<file path="src/rtl/assert_macros.svh">
// Assertion helpers for the RTL file that checks its own logic.
`ifndef ASSERT_MACROS_SVH
`define ASSERT_MACROS_SVH

// Same-cycle implication, disabled while reset is asserted.
`define ASSERT_IMPLIES(label, clk, rst_n, ante, cons) \
    label: assert property (@(posedge clk) disable iff (!rst_n) (ante) |-> (cons)) \
        else $error("same-cycle check failed");

// Next-cycle implication, disabled while reset is asserted.
`define ASSERT_NEXT(label, clk, rst_n, ante, cons) \
    label: assert property (@(posedge clk) disable iff (!rst_n) (ante) |=> (cons)) \
        else $error("next-cycle check failed");

`endif

</file>
<file path="src/rtl/slt_pkg.sv">
`default_nettype none

package slt_pkg;

    localparam int SETS    = 64;
    localparam int WAYS    = 8;
    localparam int ID_BITS = 32;

    localparam int SET_W  = (SETS > 1) ? $clog2(SETS) : 1;
    localparam int WAY_W  = (WAYS > 1) ? $clog2(WAYS) : 1;
    localparam int CNT_W  = $clog2(WAYS + 1);
    localparam int DEPTH  = SETS * WAYS;
    localparam int ADDR_W = (DEPTH > 1) ? $clog2(DEPTH) : 1;

    // Fixed field widths of the request and response words and of cfg_wdata.
    localparam int KIND_W   = 2;
    localparam int SETF_W   = 6;
    localparam int IDF_W    = 32;
    localparam int STATUS_W = 3;
    localparam int OCC_W    = 4;
    localparam int CFG_W    = 4;

    localparam logic [CFG_W-1:0] WAYS_RESET = 4'd8;

    typedef enum logic [KIND_W-1:0] {
        KIND_INSERT = 2'd0,
        KIND_TOUCH  = 2'd1,
        KIND_EVICT  = 2'd2
    } kind_t;

    typedef enum logic [STATUS_W-1:0] {
        STAT_OK      = 3'd0,
        STAT_EMPTY   = 3'd1,
        STAT_ABSENT  = 3'd2,
        STAT_FULL    = 3'd3,
        STAT_PRESENT = 3'd4
    } status_t;

    typedef enum logic [2:0] {
        S_IDLE,
        S_OCC,
        S_SCAN,
        S_SHIFT,
        S_TAIL
    } state_t;

    typedef struct packed {
        logic [KIND_W-1:0] kind;
        logic [SETF_W-1:0] set_index;
        logic [IDF_W-1:0]  line_id;
    } req_t;

    typedef struct packed {
        logic [IDF_W-1:0]    evicted_id;
        logic [STATUS_W-1:0] status;
        logic [OCC_W-1:0]    occupancy;
    } rsp_t;

    typedef struct packed {
        logic             we;
        logic [SET_W-1:0] addr;
        logic [CNT_W-1:0] data;
    } occ_wr_t;

    function automatic logic [SET_W-1:0] set_of(input logic [SETF_W-1:0] v);
        return SET_W'(32'(v) % SETS);
    endfunction

    function automatic logic [ADDR_W-1:0] addr_of(input logic [SET_W-1:0] s,
                                                  input logic [WAY_W-1:0] w);
        return ADDR_W'(s) * ADDR_W'(WAYS) + ADDR_W'(w);
    endfunction

endpackage

`default_nettype wire

</file>
<file path="src/rtl/slt_occ_store.sv">
`default_nettype none

module slt_occ_store import slt_pkg::*; (
    input  logic             clk,
    input  logic             rst_n,
    input  logic [SET_W-1:0] raddr,
    output logic [CNT_W-1:0] rdata,
    input  occ_wr_t          wr
);

    logic [CNT_W-1:0] mem [SETS];
    logic [SETS-1:0]  valid_reg;
    logic [CNT_W-1:0] data_reg;
    logic             vld_reg;

    // A set never written since reset reads as empty.
    always_ff @(posedge clk or negedge rst_n)
    begin
        if (!rst_n)
        begin
            valid_reg <= '0;
            vld_reg   <= 1'b0;
        end
        else
        begin
            if (wr.we)
            begin
                valid_reg[wr.addr] <= 1'b1;
            end
            vld_reg <= valid_reg[raddr];
        end
    end

    always_ff @(posedge clk)
    begin
        if (wr.we)
        begin
            mem[wr.addr] <= wr.data;
        end
        data_reg <= mem[raddr];
    end

    assign rdata = vld_reg ? data_reg : '0;

endmodule

`default_nettype wire

</file>
<file path="config.mk">
export PLATFORM = sky130hd
export DESIGN_NAME = slt_occ_store
export DESIGN_NICKNAME = d
export VERILOG_FILES = /design/src/rtl/assert_macros.svh /design/src/rtl/slt_pkg.sv /design/src/rtl/slt_occ_store.sv
export SDC_FILE = /design/constraint.sdc
export NUM_CORES = 1
export LEC_CHECK = 0
export ABC_AREA = 0
export ABC_CLOCK_PERIOD_IN_PS = 3200
export BUFFER_PORTS_ARGS = -buffer_cell sky130_fd_sc_hd__buf_2
export CORE_UTILIZATION = 55
export CTS_CLUSTER_SIZE = 24
export DETAILED_ROUTE_END_ITERATION = 7
export PLACE_DENSITY = 0.71
export SETUP_SLACK_MARGIN = 0.2
export SKIP_CTS_REPAIR_TIMING = 1
export SYNTH_ARGS = -nofsm -noshare
export SYNTH_HDL_FRONTEND = slang
export SYNTH_SLANG_ARGS = --single-unit
export TNS_END_PERCENT = 1
</file>
<file path="constraint.sdc">
create_clock -name clk -period 3.2 [get_ports clk]
set_input_delay 0.48 -clock clk [delete_from_list [all_inputs] [get_ports clk]]
set_output_delay 0.48 -clock clk [all_outputs]
set_load 0.05 [all_outputs]
</file>
Yosys cells after proc, flatten, opt, wreduce, memory -nomap -nowiden
Memories as Yosys holds them, arrays and structs flattened. A register that Yosys moved wholly into a read port is not among the register bits.
Cells that the tools add are included.
Cells by class
  add/subtract/negate cells: 0
  multiply operators: 0
  divide/modulo/power cells: 0
  $lt $le $gt $ge: 3
  equality and inequality tests: 0
  shifts and indexed selects: 0
  mux-type cells: 7
  bitwise operators: 1
  reductions and logical operators: 1
Operators with widths (number)
  64-bit OR: 1
  6-bit by 7-bit less-than comparator with 1-bit output, second input constant: 2
  1-bit binary-select mux with 6-bit select: 1
  1-bit demux with 6-bit select: 1
  6-bit by 1-bit greater-or-equal comparator with 1-bit output, second input constant: 1
  1-bit two-way mux: 4
  4-bit two-way mux: 1
  1-bit logical AND: 1
Storage, ports and cells
  register bits: 65
  latch bits: 0
  RAM bits: 256
  ROM bits: 0
  input port bits: 19
  output and inout bits: 4
  word-level logic and storage cells: 15
  memories kept: 1
Memories
  mem: words 64, width 4, rd ports 1, clocked after Yosys merged registers in 1, wr ports 1, line slt_occ_store.sv:11  | logic [CNT_W-1:0] mem [SETS];

Logic depth before layout (Yosys ltp)
  word-level depth: 5
  mapped depth: 8
  gate-level depth less buffers: 5

Worst setup path before layout
OpenSTA, ideal clock, no wires.
  kind: input -> register
  start: input port raddr[0]
  end: register vld_reg
  setup time: 0.122 ns
  arrival time: 1.820 ns
  data required time: 3.078 ns
  setup slack: 1.259 ns
  cell stages on the path: 7
  path buffers: 3
  cells stage by stage: buf_6 -> buf_12 -> buf_12 -> mux4_2 -> a211oi_1 -> nand2_1 -> a32o_1
Between the ends
  cells in the longest elaborated chain, start to end: 2
Ends and longest elaborated chain
  start, declared: line slt_occ_store.sv:6  | input logic [SET_W-1:0] raddr,
  1-bit binary-select mux with 6-bit select: line slt_occ_store.sv:30  | vld_reg <= valid_reg[raddr];
  1-bit two-way mux (implied by the code): line slt_occ_store.sv:30
  end signal, assigned: line slt_occ_store.sv:30
  end, declared: line slt_occ_store.sv:14  | logic vld_reg;
Every way passes these cells. The select of a mux whose other input is x is not followed.
A chain may end at the register's enable or synchronous reset.

==> flow_summary.ini <==
[cells_and_area]
drive_gt1_share_pct = 29.16
largest_reg_flops = 256
syn_to_final_growth_pct = 11.34
fin_nets = 752
finish.instance_area_um2 = 14420
instances_no_fill = 1071
fill_cells = 1613
num_antenna_cells = 0

[drt]
drt_first_iter_violations = 641
drc = 0
dr.pass1.iters = 5
avgRoutedWirePerCell_um = 25.71
postRouteAntennaNets = 0
wl_um = 27530
vias_per_cell = 6.240
via_count = 6683

[job]
maxCapViolCount = 0

[yosys]
synthMuxAreaShare_pct = 15.29
ys_seq_elements = 325
synth_nets = 722
synth_xor_area_share_pct = 0
synth-seq-area-share_pct = 72.52
syn-cell-area_um2 = 12950
synth_ff_type = edfxtp_1
avgSynthCellArea_um2 = 18.43
synth_compound_area_share_pct = 2.540
synthSimpleGateAreaFrac_pct = 7.718
netlist_instances = 703
synth_top_family_by_area = multiplexers
async_flop_share_pct = 20.00
synthAdderAreaFrac_pct = 0
ys.warnings.count = 0
synth_edf_count = 256
synth_cell_type_count = 42

[floorplan]
die_w_um = 155.5
rows = 55
start_util_pct = 56.70
core_um2 = 22850
ios = 23
fp.dieH_um = 155.5
die_area_um2 = 24170

[clock_network]
cts_tree = built
cts.clk_slew.worst_paths_ns = 0.06
cts_htree_levels = 2
cts_made_buffers = 34
clk-insertion-delay-late_ns = 0.51
cts_max_path_buffers = 3
cts-root-buf = clkbuf_16
clock-sinks = 325

[pwr]
ir_drop_uv = 511.8
p_per_area_nw_per_um2 = 651.3
power_leakage_uw = 0.005049

[placed_design]
pre_cts_slack_ns = 0.3995
hpwl_um = 17130
dp_cells = 1010
place_area_um2 = 13300
portBuffers = 22
gp_congestion = 0.8174

[grt]
grt_pass1_vias = 6972
overflow = 0
antenna_found_initial = 0
grt_max_degree = 65
grt_pass1_wl_um = 41920
grt_usage_pct = 24.07

[setup_path]
slowest_stage = mux4_2
setup.worst_path.end_class = register
critPathTopFamily = buffers and inverters
path_depth = 7
worstSetupPathType = in2reg
required_ns = 3.60
crit_chain = buf_4 > buf_12 > mux4_2 > nor2b_1 > o21ai_0 > nand4_1 > and3_1
crit_arrival_ns = 2.69
worst-path-buf-inv = 2
rrSetupSlack_ns = 1.25
cpPeakStageDelay_ns = 0.54
reg2regPathDepth = 5
cp_max_fo = 40
rr_startpoint = mem[44][1]$_DFFE_PP_
r2r_end = data_reg[1]$_DFF_P_
startpoint = raddr[1]
cp-start-kind = input pin
crit_end = data_reg[1]$_DFF_P_

[sta]
fin_setup_tns_ns = 0
setup_ws_ns = 0.9086
fmax_mhz = 436.4
slew_violations = 0
fin_skew_ns = 0.02977
slew_headroom_pct = 19.23
tightest_slew_ns = 1.212
finalSetupViolCount = 0
hold_violations = 0
period_needed_ns = 2.291
rsz0062_at_grt = no
period_share_pct = 71.61

[min_path]
hold_class = in2async

[outcome]
status = finished clean
[cell type report]
| cell class | count | area (µm²) | area share (%) |
|---|---|---|---|
| Inverter | 1 | 3.754 | 0.02603 |
| Multi-Input combinational cell | 342 | 3309 | 22.95 |
| Tap cell | 313 | 391.6 | 2.715 |
| Sequential cell | 325 | 9394 | 65.13 |
| Clock inverter | 10 | 112.6 | 0.7808 |
| Timing Repair Buffer | 29 | 205.2 | 1.423 |
| Clock buffer | 51 | 1006 | 6.975 |
[per-layer routing]
layer	share of wire [%]	GRT usage, %	vias to the layer above
met5	0	0	-
met4	2.0	6.816	0
met3	8.2	5.348	41
met2	48	37.33	314
met1	41	34.85	3505
li1	-	-	2823
[through the flow]
step	utilization [%]	total power (µW)	hold WS [ns]
3_3_place_gp	58.23	5556	0.4441
2_1_floorplan	-	5351	0.1844
3_5_place_dp	58.23	5592	0.4478
5_1_grt	63.13	9653	0.06154
4_1_cts	63.13	9449	0.03213
6_report	63.13	9394	0.02719
[placed cells by master, fill, tap and decap left out, types with 3 or more instances in the layout]
master	Yosys	routed
clkbuf_1	11	9
mux2i_1	19	19
nand2_1	20	20
clkbuf_16	0	35
or3_1	3	3
a32o_1	4	4
o221ai_1	7	7
a31oi_1	3	3
nor2_1	70	70
or2_2	67	67
nand2b_1	4	4
a21oi_1	4	4
buf_12	2	3
o22ai_1	12	12
edfxtp_1	256	256
a211oi_1	5	5
o21ai_0	7	7
dfrtp_1	65	65
buf_2	9	20
nor2b_1	7	7
mux4_2	66	66
and2_1	4	4
dfxtp_1	4	4
buf_4	5	6
mux2_2	6	6
clkbuf_8	0	7
clkinv_2	0	3
nand3_1	7	7
mux4_1	9	9
[how the worst min path moves through the flow]
| stage | end | slack [ns] |
|---|---|---|
| 2_1_floorplan | valid_reg[0]$_DFFE_PN0P_ | 0.18 |
| 3_3_place_gp | valid_reg[60]$_DFFE_PN0P_ | 0.44 |
| 3_5_place_dp | valid_reg[53]$_DFFE_PN0P_ | 0.45 |
| 4_1_cts | valid_reg[39]$_DFFE_PN0P_ | 0.03 |
| 5_1_grt | valid_reg[53]$_DFFE_PN0P_ | 0.06 |
| 6_report | valid_reg[55]$_DFFE_PN0P_ | 0.03 |
[worst reg2reg max path: cells and delay by family (launching register included)]
kind | cells | cell delay [ns]
muxes | 1 | 0.49
and+or+nand+nor | 2 | 0.35
DFF | 1 | 0.37
AOI/OAI and AO/OA | 2 | 0.62
[synthesized netlist by cell type, types with 2 or more instances]
| master | number | share of area [%] |
|---|---|---|
| mux2i_1 | 19 | 1.5 |
| o21ai_0 | 7 | 0.27 |
| nor2b_1 | 7 | 0.34 |
| edfxtp_1 | 256 | 59 |
| nor3_1 | 2 | 0.077 |
| buf_2 | 9 | 0.35 |
| mux4_1 | 9 | 1.8 |
| nor2_1 | 70 | 2.0 |
| nand2_1 | 20 | 0.58 |
| buf_12 | 2 | 0.31 |
| o22ai_1 | 12 | 0.58 |
| buf_6 | 7 | 0.61 |
| nand4_1 | 2 | 0.097 |
| o221ai_1 | 7 | 0.47 |
| mux4_2 | 66 | 11 |
| or3b_2 | 2 | 0.14 |
| nand2b_1 | 4 | 0.19 |
| dfxtp_1 | 4 | 0.62 |
| a31oi_1 | 3 | 0.14 |
| nand4b_1 | 2 | 0.14 |
| nand3_1 | 7 | 0.27 |
| a211oi_1 | 5 | 0.29 |
| dfrtp_1 | 65 | 13 |
| or3_1 | 3 | 0.14 |
| or2_2 | 67 | 3.2 |
| a21oi_1 | 4 | 0.15 |
| nand3b_1 | 2 | 0.12 |
| a32o_1 | 4 | 0.31 |
| mux2_2 | 6 | 0.52 |
| buf_4 | 5 | 0.29 |
| and2_1 | 4 | 0.19 |
| clkbuf_1 | 11 | 0.32 |
[report_power, final]
part	leakage (µW)	switching [µW]	internal, µW
Combinational	0.00135	357	317
Clock	0.000547	1540	2340
Sequential	0.00315	85.2	4750
[logic make-up (layout without fill, tap and decap cells)]
logic type	Yosys count	count (layout)
AND/OR/NAND/NOR	195	195
multiplexers	100	100
flip-flops	325	325
buffers and inverters	36	91
AO/OA/AOI/OAI	47	47
(Power assumes the default switching activity.)
